### config.mk
export PLATFORM = sky130hd
export DESIGN_NAME = load_store_multiple_sequencer_unit
export DESIGN_NICKNAME = d
export VERILOG_FILES = /design/src/rtl/core/lsms_pkg.sv /design/src/rtl/core/lsms_ctrl.sv /design/src/rtl/core/lsms_dp.sv /design/src/rtl/core/load_store_multiple_sequencer_unit.sv
export SDC_FILE = /design/constraint.sdc
export NUM_CORES = 1
export LEC_CHECK = 0
export CAP_MARGIN = 10
export CORE_ASPECT_RATIO = 1.1
export CORE_MARGIN = 2
export CORE_UTILIZATION = 51
export DETAILED_ROUTE_END_ITERATION = 12
export DONT_BUFFER_PORTS = 1
export PLACE_DENSITY = 0.63
export SYNTH_ARGS = -nofsm -noshare
export SYNTH_HDL_FRONTEND = slang
export SYNTH_SLANG_ARGS = --single-unit
### constraint.sdc
create_clock -name clk -period 4.8 [get_ports clk]
set_input_delay 0.72 -clock clk [delete_from_list [all_inputs] [get_ports clk]]
set_output_delay 0.72 -clock clk [all_outputs]
set_load 0.05 [all_outputs]
### src/rtl/core/lsms_pkg.sv
// shared types, access kind codes and helper functions for the block transfer sequencer
package lsms_pkg;

	localparam int unsigned ListWidth = 16;
	localparam int unsigned IdxWidth  = 4;
	localparam int unsigned AddrWidth = 32;
	localparam int unsigned CntWidth  = 5;

	localparam logic [AddrWidth-1:0] EMPTY_LIST_STEP = 32'h0000_0040;
	localparam logic [AddrWidth-1:0] WORD_STEP       = 32'h0000_0004;
	localparam logic [IdxWidth-1:0]  PC_INDEX        = 4'd15;

	typedef logic [3:0] kind_t;
	localparam kind_t KIND_LD         = 4'd0;
	localparam kind_t KIND_LD_USER    = 4'd1;
	localparam kind_t KIND_LD_PC      = 4'd2;
	localparam kind_t KIND_LD_PC_RST  = 4'd3;
	localparam kind_t KIND_LD_PC_RAW  = 4'd4;
	localparam kind_t KIND_ST         = 4'd5;
	localparam kind_t KIND_ST_USER    = 4'd6;
	localparam kind_t KIND_ST_NEWBASE = 4'd7;
	localparam kind_t KIND_ST_PC4     = 4'd8;
	localparam kind_t KIND_ST_PC      = 4'd9;

	typedef enum logic [1:0] {
		ST_IDLE,
		ST_SETUP,
		ST_RUN
	} state_t;

	// controller to datapath
	typedef struct packed {
		logic load_item;
		logic setup;
		logic emit;
	} cmd_t;

	// datapath to controller
	typedef struct packed {
		logic out_free;
		logic final_word;
	} sts_t;

	function automatic logic [CntWidth-1:0] count_ones(input logic [ListWidth-1:0] v);
		logic [CntWidth-1:0] c;
		c = '0;
		for (int i = 0; i < ListWidth; i++) begin
			c = c + CntWidth'(v[i]);
		end
		return c;
	endfunction

	// priority encoder, lowest set bit wins
	function automatic logic [IdxWidth-1:0] lowest_index(input logic [ListWidth-1:0] v);
		logic [IdxWidth-1:0] idx;
		idx = '0;
		for (int i = ListWidth - 1; i >= 0; i--) begin
			if (v[i]) begin
				idx = IdxWidth'(i);
			end
		end
		return idx;
	endfunction

endpackage

### src/rtl/core/lsms_ctrl.sv
// controller state machine for the block transfer sequencer
module lsms_ctrl
	import lsms_pkg::*;
(
	input  logic clk,
	input  logic arst_n,
	input  logic in_valid,
	output logic in_stall,
	input  sts_t sts,
	output cmd_t cmd
);

	state_t state_q;
	state_t state_d;

	always_ff @(posedge clk or negedge arst_n) begin
		if (!arst_n) begin
			state_q <= ST_IDLE;
		end else begin
			state_q <= state_d;
		end
	end

	always_comb begin
		state_d       = state_q;
		cmd.load_item = 1'b0;
		cmd.setup     = 1'b0;
		cmd.emit      = 1'b0;
		in_stall      = 1'b1;
		case (state_q)
			ST_IDLE: begin
				in_stall = 1'b0;
				if (in_valid) begin
					cmd.load_item = 1'b1;
					state_d       = ST_SETUP;
				end
			end
			ST_SETUP: begin
				cmd.setup = 1'b1;
				state_d   = ST_RUN;
			end
			ST_RUN: begin
				if (sts.out_free) begin
					cmd.emit = 1'b1;
					if (sts.final_word) begin
						state_d = ST_IDLE;
					end
				end
			end
			default: begin
				state_d = ST_IDLE;
			end
		endcase
	end

	a_emit_needs_room: assert property (@(posedge clk) disable iff (!arst_n)
		cmd.emit |-> sts.out_free)
		else $error("word emitted into a full output register");

	a_one_command: assert property (@(posedge clk) disable iff (!arst_n)
		$onehot0({cmd.load_item, cmd.setup, cmd.emit}))
		else $error("more than one command at once");

	a_setup_after_load: assert property (@(posedge clk) disable iff (!arst_n)
		cmd.load_item |=> cmd.setup)
		else $error("setup did not follow item load");

	a_final_returns_idle: assert property (@(posedge clk) disable iff (!arst_n)
		(cmd.emit && sts.final_word) |=> !in_stall)
		else $error("input still stalled after final word");

endmodule

### src/rtl/core/lsms_dp.sv
// datapath: instruction registers, address stepping and output register
module lsms_dp
	import lsms_pkg::*;
(
	input  logic                 clk,
	input  logic                 arst_n,
	input  cmd_t                 cmd,
	output sts_t                 sts,
	input  logic                 mode,
	input  logic [ListWidth-1:0] register_list,
	input  logic [IdxWidth-1:0]  base_index,
	input  logic                 pre_index,
	input  logic                 up,
	input  logic                 s_bit,
	input  logic                 write_back,
	input  logic [AddrWidth-1:0] base_value,
	output logic                 out_valid,
	input  logic                 out_stall,
	output logic [AddrWidth-1:0] access_address,
	output logic [IdxWidth-1:0]  register_index,
	output logic [3:0]           access_kind,
	output logic [AddrWidth-1:0] new_base,
	output logic                 base_update,
	output logic                 last
);

	logic                 store_q;
	logic [ListWidth-1:0] list_q;
	logic [ListWidth-1:0] rem_q;
	logic [IdxWidth-1:0]  base_idx_q;
	logic                 pre_q;
	logic                 up_q;
	logic                 sb_q;
	logic                 wb_q;
	logic [AddrWidth-1:0] base_q;
	logic [CntWidth-1:0]  cnt_q;
	logic [AddrWidth-1:0] addr_q;
	logic [AddrWidth-1:0] nb_q;
	logic                 upd_q;
	logic                 first_q;
	logic                 empty_q;
	logic                 out_valid_q;

	logic [AddrWidth-1:0] span;
	logic [IdxWidth-1:0]  cur_idx;
	logic                 final_word;
	kind_t                cur_kind;

	assign span       = {{(AddrWidth-CntWidth-2){1'b0}}, cnt_q, 2'b00};
	assign cur_idx    = empty_q ? PC_INDEX : lowest_index(rem_q);
	assign final_word = empty_q || ((rem_q & (rem_q - 16'd1)) == '0);

	assign sts.out_free   = !out_valid_q || !out_stall;
	assign sts.final_word = final_word;

	always_comb begin
		if (empty_q) begin
			cur_kind = store_q ? KIND_ST_PC : KIND_LD_PC_RAW;
		end else if (store_q) begin
			if (cur_idx == PC_INDEX) begin
				cur_kind = KIND_ST_PC4;
			end else if (!first_q && cur_idx == base_idx_q && wb_q) begin
				cur_kind = KIND_ST_NEWBASE;
			end else begin
				cur_kind = sb_q ? KIND_ST_USER : KIND_ST;
			end
		end else begin
			if (cur_idx == PC_INDEX) begin
				cur_kind = sb_q ? KIND_LD_PC_RST : KIND_LD_PC;
			end else if (sb_q && !list_q[PC_INDEX]) begin
				cur_kind = KIND_LD_USER;
			end else begin
				cur_kind = KIND_LD;
			end
		end
	end

	// instruction registers
	always_ff @(posedge clk) begin
		if (cmd.load_item) begin
			store_q    <= mode;
			list_q     <= register_list;
			base_idx_q <= base_index;
			pre_q      <= pre_index;
			up_q       <= up;
			sb_q       <= s_bit;
			wb_q       <= write_back;
			base_q     <= base_value;
			cnt_q      <= count_ones(register_list);
		end
	end

	// start address, final base and writeback flag; the address steps one word per emitted word
	always_ff @(posedge clk) begin
		if (cmd.setup) begin
			if (cnt_q == '0) begin
				addr_q <= base_q;
				nb_q   <= base_q + EMPTY_LIST_STEP;
				upd_q  <= 1'b1;
			end else begin
				case ({pre_q, up_q})
					2'b00:   addr_q <= base_q - span + WORD_STEP;
					2'b01:   addr_q <= base_q;
					2'b10:   addr_q <= base_q - span;
					default: addr_q <= base_q + WORD_STEP;
				endcase
				nb_q  <= up_q ? base_q + span : base_q - span;
				upd_q <= store_q ? wb_q : (wb_q && !list_q[base_idx_q]);
			end
		end else if (cmd.emit) begin
			addr_q <= addr_q + WORD_STEP;
		end
	end

	always_ff @(posedge clk or negedge arst_n) begin
		if (!arst_n) begin
			rem_q   <= '0;
			first_q <= 1'b0;
			empty_q <= 1'b0;
		end else if (cmd.setup) begin
			rem_q   <= list_q;
			first_q <= 1'b1;
			empty_q <= (cnt_q == '0);
		end else if (cmd.emit) begin
			rem_q   <= rem_q & (rem_q - 16'd1);
			first_q <= 1'b0;
		end
	end

	// output register
	always_ff @(posedge clk or negedge arst_n) begin
		if (!arst_n) begin
			out_valid_q <= 1'b0;
		end else if (cmd.emit) begin
			out_valid_q <= 1'b1;
		end else if (!out_stall) begin
			out_valid_q <= 1'b0;
		end
	end

	always_ff @(posedge clk) begin
		if (cmd.emit) begin
			access_address <= addr_q;
			register_index <= cur_idx;
			access_kind    <= cur_kind;
			new_base       <= nb_q;
			base_update    <= final_word ? upd_q : 1'b0;
			last           <= final_word;
		end
	end

	assign out_valid = out_valid_q;

endmodule

### src/rtl/core/load_store_multiple_sequencer_unit.sv
// top level of the load / store multiple address sequencer
//
//  channel | direction | handshake             | payload
//  in      | input     | in_valid / in_stall   | mode, register_list, base_index, pre_index,
//          |           |                       | up, s_bit, write_back, base_value
//  out     | output    | out_valid / out_stall | access_address, register_index, access_kind,
//          |           |                       | new_base, base_update, last
//
// an instruction is loaded with its bit count, then the start address is added, then one word per listed
// register (a single pc word for an empty list) leaves the single output register, one output word per
// cycle while out_stall stays low
// in_stall is high from acceptance until the final word enters the output register
// out_stall holds the output register and pauses the sequence
// arst_n clears the state machine and output valid; the block is idle after reset
module load_store_multiple_sequencer_unit
	import lsms_pkg::*;
(
	input  logic                 clk,
	input  logic                 arst_n,
	input  logic                 in_valid,
	output logic                 in_stall,
	input  logic                 mode,
	input  logic [ListWidth-1:0] register_list,
	input  logic [IdxWidth-1:0]  base_index,
	input  logic                 pre_index,
	input  logic                 up,
	input  logic                 s_bit,
	input  logic                 write_back,
	input  logic [AddrWidth-1:0] base_value,
	output logic                 out_valid,
	input  logic                 out_stall,
	output logic [AddrWidth-1:0] access_address,
	output logic [IdxWidth-1:0]  register_index,
	output logic [3:0]           access_kind,
	output logic [AddrWidth-1:0] new_base,
	output logic                 base_update,
	output logic                 last
);

	cmd_t cmd;
	sts_t sts;

	lsms_ctrl u_ctrl (
		.clk      (clk),
		.arst_n   (arst_n),
		.in_valid (in_valid),
		.in_stall (in_stall),
		.sts      (sts),
		.cmd      (cmd)
	);

	lsms_dp u_dp (
		.clk            (clk),
		.arst_n         (arst_n),
		.cmd            (cmd),
		.sts            (sts),
		.mode           (mode),
		.register_list  (register_list),
		.base_index     (base_index),
		.pre_index      (pre_index),
		.up             (up),
		.s_bit          (s_bit),
		.write_back     (write_back),
		.base_value     (base_value),
		.out_valid      (out_valid),
		.out_stall      (out_stall),
		.access_address (access_address),
		.register_index (register_index),
		.access_kind    (access_kind),
		.new_base       (new_base),
		.base_update    (base_update),
		.last           (last)
	);

endmodule

==> results of run 1 <==
==> metrics by stage <==
step / util / setup slack (ns) / hold WS [ns]
3_5_place_dp: 0.540 / 0.371 / 0.405
3_3_place_gp: 0.540 / 0.415 / 0.401
6_report: 0.570 / 0.419 / 0.290
2_1_floorplan: - / 0.518 / 0.400
4_1_cts: 0.570 / 0.421 / 0.268
5_1_grt: 0.570 / 0.162 / 0.263
==> power breakdown <==
part	switching (W)	total [W]	leakage [nW]	internal, W
clock network	0.000720	0.00171	0.361	0.000990
logic	0.00177	0.00276	2.28	0.000987
registers	0.00132	0.00439	2.15	0.00308
==> cell families after synthesis <==
kind of cell / Yosys count / synth area share
compound gates: 291 / 0.143
xor+xnor: 101 / 0.0688
fa+ha+maj: 36 / 0.0415
buf+inv: 127 / 0.0387
flops: 222 / 0.510
mux: 21 / 0.0219
simple gates: 453 / 0.176
==> layer usage <==
layer  vias up  global-route usage  routed length [um]  share of wire
met5         -                   0                   0              0
met4         0              0.0818                1020          0.029
met3        75              0.0393                2150          0.061
met2       397               0.458               17200           0.49
met1      4838               0.344               14700           0.42
li1       4622                   -                   -              -
==> worst max path at each step <==
stage                       to  slack, ns  cells past startpoint
2_1_floorplan    u_dp.cnt_q[4]       0.52                     13
6_report       u_dp.addr_q[28]       0.42                     14
3_5_place_dp     u_dp.cnt_q[4]       0.37                     13
3_3_place_gp     u_dp.cnt_q[4]       0.41                     13
5_1_grt        u_dp.addr_q[28]       0.16                     14
4_1_cts        u_dp.addr_q[31]       0.42                     13
==> synthesized netlist by cell type, drive strengths merged (4+ instances only) <==
cell type and n:
edfxtp 201, fa 12, nor4 26, nor4b 5, o21ai 88, o21bai 5, nand2 131, and2 5
o211ai 18, nand4 19, nor2b 6, a221o 4, xnor2 52, mux4 5, o311ai 7, a211oi 7
buf 11, nand4b 4, a221oi 9, ha 21, or2 10, mux2i 9, a21o 6, mux2 7
nand3 40, nor3 44, inv 48, nor3b 5, a22oi 6, a21oi 74, o21a 6, dfrtp 21
a31oi 15, nor2 107, xor2 49, o22ai 8, and3 9, o31a 4, nand2b 14, or3 16
clkbuf 66, or4 8, o31ai 8
==> what timing repair did <==
action | CTS | global route
resized for setup | 0 | 0
hold endpoints to repair | 21 | 0
hold buffers | 1 | 0
==> cell type report <==
class,instances,area [um2],area share
clock buffer,27,591,0.0421
clock inverter,15,129,0.00918
inverter,50,189,0.0135
multi-input combinational,902,5800,0.414
sequential,222,6560,0.468
tap,310,388,0.0276
timing repair buffer,46,373,0.0266
==> cells in the final DEF (no fill, tap or decap), types with 23 or more instances in the layout <==
| cell type | n |
|---|---|
| buf_4 | 43 |
| xor2_1 | 49 |
| clkbuf_16 | 23 |
| o21ai_0 | 87 |
| nand3_1 | 39 |
| nor2_1 | 106 |
| edfxtp_1 | 201 |
| a21oi_1 | 73 |
| nor4_1 | 23 |
| nand2_1 | 131 |
| xnor2_1 | 52 |
| nor3_1 | 42 |
| inv_1 | 46 |
==> registers in the layout, summed over array words and instances (netlist names), 2 cells and up <==
| register | flops |
|---|---|
| u_dp.rem_q | 16 |
| u_dp.base_idx_q | 4 |
| u_dp.new_base | 32 |
| u_dp.access_kind | 4 |
| u_dp.cnt_q | 5 |
| u_dp.register_index | 4 |
| u_dp.base_q | 32 |
| u_dp.list_q | 16 |
| u_dp.addr_q | 32 |
| u_dp.access_address | 32 |
| u_ctrl.state_q | 2 |
| u_dp.nb_q | 32 |
==> worst max-delay path, stage by stage (launching register included) <==
cell and delay, ns:
edfxtp_1 0.45, inv_1 0.10, ha_1 0.16, inv_1 0.05, fa_1 0.44, a211oi_2 0.31, o21ai_1 0.18, buf_4 0.23
or4_1 0.47, mux2_2 0.29, a211oi_1 0.36, nand3_1 0.31, or4_1 0.59, nand3_1 0.10, a22oi_1 0.09
==> impl_metrics.env, run 1 <==
export IMPL_status="complete, no violations"
export IMPL_holdPathEnd="u_dp.base_q[1]"
export IMPL_io_pins=137
export IMPL_min_from="base_value[1]"
export IMPL_die_x_um=155
export IMPL_r2r_slack_ns=0.42
export IMPL_post_cts_setup_buffers=0
export IMPL_start_util=0.522
export IMPL_fmax_mhz=228
export IMPL_place_congestion=0.941
export IMPL_hold_class="in2reg"
export IMPL_startpoint_type="register"
export IMPL_min_delay_path_depth=0
export IMPL_clock_sinks=222
export IMPL_cts_root_buf="clkbuf_16"
export IMPL_dieArea_um2=26500
export IMPL_num_vias=9932
export IMPL_io_buffers=0
export IMPL_placed_area_um2=13300
export IMPL_cts_tree="yes"
export IMPL_coreArea_um2=24600
export IMPL_yosys_warnings=0
export IMPL_dieHeight_um=171
export IMPL_placed_cells=1529
export IMPL_fin_nets=1339
export IMPL_worstReg2RegEnd="u_dp.addr_q[28]"
export IMPL_drc=0
export IMPL_overflow=0
export IMPL_grtUsageTotal=0.264
export IMPL_n_fill_cell=2135
export IMPL_final_antenna_net_count=0
export IMPL_synth_edf_count=201
export IMPL_syn_inst=1251
export IMPL_clock_skew_ns=0.0312
export IMPL_cts_buffer_depth=3
export IMPL_max_cap_viol_count=0
export IMPL_synth_area_leaders="edfxtp_1 47%, dfrtp_1 4.1%, nand2_1 3.8%, xnor2_1 3.5%, o21ai_0 3.4%"
export IMPL_grt_pass1_vias=9639
export IMPL_syn_area_per_cell_um2=10.3
export IMPL_finalSetupTns_ns=0
export IMPL_yosysTopAreaCell="edfxtp_1"
export IMPL_drt_iter0_markers=804
export IMPL_antenna_found_initial=0
export IMPL_critPathArrivalTime_ns=4.63
export IMPL_clk_latency_ns=0.53
export IMPL_p_leak_nw=4.79
export IMPL_worstPathRequired_ns=5.05
export IMPL_path_clk_slew_ns=0.06
export IMPL_dp_hpwl_um=25400
export IMPL_async_reset_ff_frac=0.0946
export IMPL_endpoint_kind="register"
export IMPL_rr_worst_depth=14
export IMPL_design_area_um2=14000
export IMPL_wl_per_cell_um=22.2
export IMPL_finalSetupViolations=0
export IMPL_powerDensity_nw_per_um2=631
export IMPL_rsz0062_at_grt="no"
export IMPL_rows=60
export IMPL_drive_above_1_share=0.0943
export IMPL_critical_path_class="reg2reg"
export IMPL_finalCritPeriodShare=0.913
export IMPL_ys_seq_elements=222
export IMPL_synthesis_area_um2=12900
export IMPL_grt_pass1_wl_um=54100
export IMPL_period_needed_ns=4.38
export IMPL_syn_nets=1345
export IMPL_cts_inserted_buffers=23
export IMPL_area_delta_synth_final_pct=9.18
export IMPL_yosys_area_top_type_share=0.470
export IMPL_finalNonFillerCells=1572
export IMPL_timing_rr_start="u_dp.base_q[2]"
export IMPL_synth_cell_types=72
export IMPL_hold_viol_final=0
export IMPL_slew_violations=0
export IMPL_critPathLaunch="u_dp.base_q[2]"
export IMPL_grt_max_degree=58
export IMPL_seq_area_frac_synth=0.510
export IMPL_wirelength_um=35000
export IMPL_synthFlopType="edfxtp_1"
export IMPL_path_max_fanout=12
export IMPL_slew_headroom=0.340
export IMPL_worst_pin_slew_ns=0.990
export IMPL_first_pass_iters=7
export IMPL_htreeDepth=1
export IMPL_max_vdd_ir_drop_uv=386
export IMPL_antenna_cells=0
export IMPL_power_w=0.00886
export IMPL_via_per_inst=6.32
Power figures use the tool's default switching activity.
==> run 2, diff against run 1 <==
==> constraint.sdc (replaced) <==
create_clock -name clk -period 4.8 [get_ports clk]
set_input_delay 0.48 -clock clk [delete_from_list [all_inputs] [get_ports clk]]
set_output_delay 0.48 -clock clk [all_outputs]
set_load 0.05 [all_outputs]
==> impl_metrics.env, run 2 (synthesis gave the netlist of run 1 again) <==
export IMPL_status="complete, no violations"
export IMPL_rsz0062_at_grt="no"
export IMPL_cts_inserted_buffers=24
export IMPL_drc=0
export IMPL_htreeDepth=1
export IMPL_finalCritPeriodShare=0.929
export IMPL_grt_pass1_wl_um=55100
export IMPL_first_pass_iters=6
export IMPL_worstReg2RegEnd="u_dp.addr_q[28]"
export IMPL_p_sw_w=0.00387
export IMPL_critical_path_class="reg2reg"
export IMPL_slew_violations=0
export IMPL_sw_frac_of_total=0.424
export IMPL_post_place_ws_ns=0.343
export IMPL_pwr_share_seq=0.481
export IMPL_wl_per_cell_um=22.6
export IMPL_cts_tree="yes"
export IMPL_io_buffers=0
export IMPL_area_delta_synth_final_pct=10.4
export IMPL_layout_common_cells="201 x edfxtp_1, 131 x nand2_1, 106 x nor2_1"
export IMPL_io_pins=137
export IMPL_num_vias=9873
export IMPL_critPathLaunch="u_dp.base_q[2]"
export IMPL_fin_util=0.576
export IMPL_final_common_cell="edfxtp_1"
export IMPL_drive_above_1_share=0.0994
export IMPL_cts_buffer_depth=3
export IMPL_worstPathRequired_ns=5.07
export IMPL_final_antenna_net_count=0
export IMPL_clock_sinks=222
export IMPL_finalSetupTns_ns=0
export IMPL_drt_iter0_markers=776
export IMPL_clk_latency_ns=0.54
export IMPL_fin_nets=1343
export IMPL_max_cap_viol_count=0
export IMPL_grtUsageTotal=0.269
export IMPL_clock_skew_ns=0.0167
export IMPL_fmax_mhz=224
export IMPL_place_congestion=0.926
export IMPL_grt_pass1_vias=9752
export IMPL_comb_power_share=0.304
export IMPL_critPathArrivalTime_ns=4.73
export IMPL_crit_path_end="u_dp.addr_q[28]"
export IMPL_power_w=0.00912
export IMPL_slew_headroom=0.353
export IMPL_fin_ws_ns=0.341
export IMPL_internal_power_w=0.00525
export IMPL_cts_resized=0
export IMPL_worst_pin_slew_ns=0.967
export IMPL_antenna_cells=0
export IMPL_rows=60
export IMPL_overflow=0
export IMPL_dp_hpwl_um=26200
export IMPL_rr_worst_depth=14
export IMPL_post_cts_setup_buffers=0
export IMPL_pwr_share_clk=0.215
export IMPL_hold_viol_final=0
export IMPL_period_needed_ns=4.46
export IMPL_timing_rr_start="u_dp.base_q[2]"
export IMPL_grt_max_degree=58
export IMPL_wirelength_um=35600
export IMPL_coreArea_um2=24600
export IMPL_antenna_found_initial=0
export IMPL_die_x_um=155
export IMPL_start_util=0.522
export IMPL_endpoint_kind="register"
export IMPL_path_clk_slew_ns=0.06
export IMPL_via_per_inst=6.26
export IMPL_dieHeight_um=171
export IMPL_p_leak_nw=4.85
export IMPL_hold_class="in2reg"
export IMPL_max_vdd_ir_drop_uv=361
export IMPL_finalSetupViolations=0
export IMPL_r2r_slack_ns=0.34
export IMPL_startpoint_type="register"
export IMPL_path_max_fanout=16
export IMPL_powerDensity_nw_per_um2=643
export IMPL_cts_root_buf="clkbuf_16"
export IMPL_dieArea_um2=26500
## run 2: final cells by class
| class | instances | area (um2) |
|---|---|---|
| sequential | 222 | 6560 |
| clock inverter | 16 | 204 |
| multi-input combinational | 902 | 5800 |
| inverter | 50 | 189 |
| fill | 2130 | 10400 |
| timing repair buffer | 49 | 395 |
| tap | 310 | 388 |
| clock buffer | 28 | 646 |
## run 2: power groups by stage
stage / Combinational, W / Clock (W) / Sequential [W]
after detailed placement: 0.00276 / 0 / 0.00443
after floorplan: 0.00206 / 0 / 0.00418
after CTS: 0.00278 / 0.00199 / 0.00439
final: 0.00277 / 0.00196 / 0.00439
after global routing: 0.00309 / 0.00205 / 0.00448
after global placement: 0.00273 / 0 / 0.00441
## run 2: repair_timing
item,4_1_cts,5_1_grt
hold buffers,1,0
endpoints found under the setup margin,0,0
hold endpoints to repair,21,0
## run 2: worst max-delay path: stages, from the launching register on
cell	delay [ns]
edfxtp_1	0.44
inv_1	0.11
ha_1	0.15
inv_1	0.05
fa_1	0.44
a211oi_2	0.33
o21ai_1	0.23
buf_12	0.22
or3_1	0.38
mux2_2	0.29
a22oi_1	0.42
nand3_1	0.35
or4_1	0.59
nand3_1	0.10
a22oi_1	0.09
## run 2: stage by stage
stage          area [um2]  hold WS, ns  std cells
3_5_place_dp        13300        0.185       1532
5_1_grt             14200       0.0198       1577
4_1_cts             14200      0.00834       1577
2_1_floorplan       12900        0.184       1251
3_3_place_gp        13300        0.185       1532
6_report            14200       0.0315       1577
## run 2: worst min-delay path by stage
stage,startpoint,endpoint,slack [ns],cells past startpoint
floorplan,arst_n,u_ctrl.state_q[0],0.18,0
global placement,arst_n,u_ctrl.state_q[0],0.19,0
detailed placement,arst_n,u_ctrl.state_q[0],0.19,0
CTS,base_value[1],u_dp.base_q[1],0.008,0
global route,base_value[1],u_dp.base_q[1],0.02,0
finish,base_value[31],u_dp.base_q[31],0.03,0
## run 2: metal layers
| layer | routed length (um) | global-route usage | vias to the layer above | share of wire |
|---|---|---|---|---|
| met1 | 14900 | 0.347 | 4816 | 0.42 |
| met4 | 941 | 0.0905 | 0 | 0.026 |
| met2 | 18000 | 0.471 | 361 | 0.50 |
| met3 | 1860 | 0.0334 | 73 | 0.052 |
| met5 | 0 | 0 | - | 0 |
| li1 | - | - | 4623 | - |
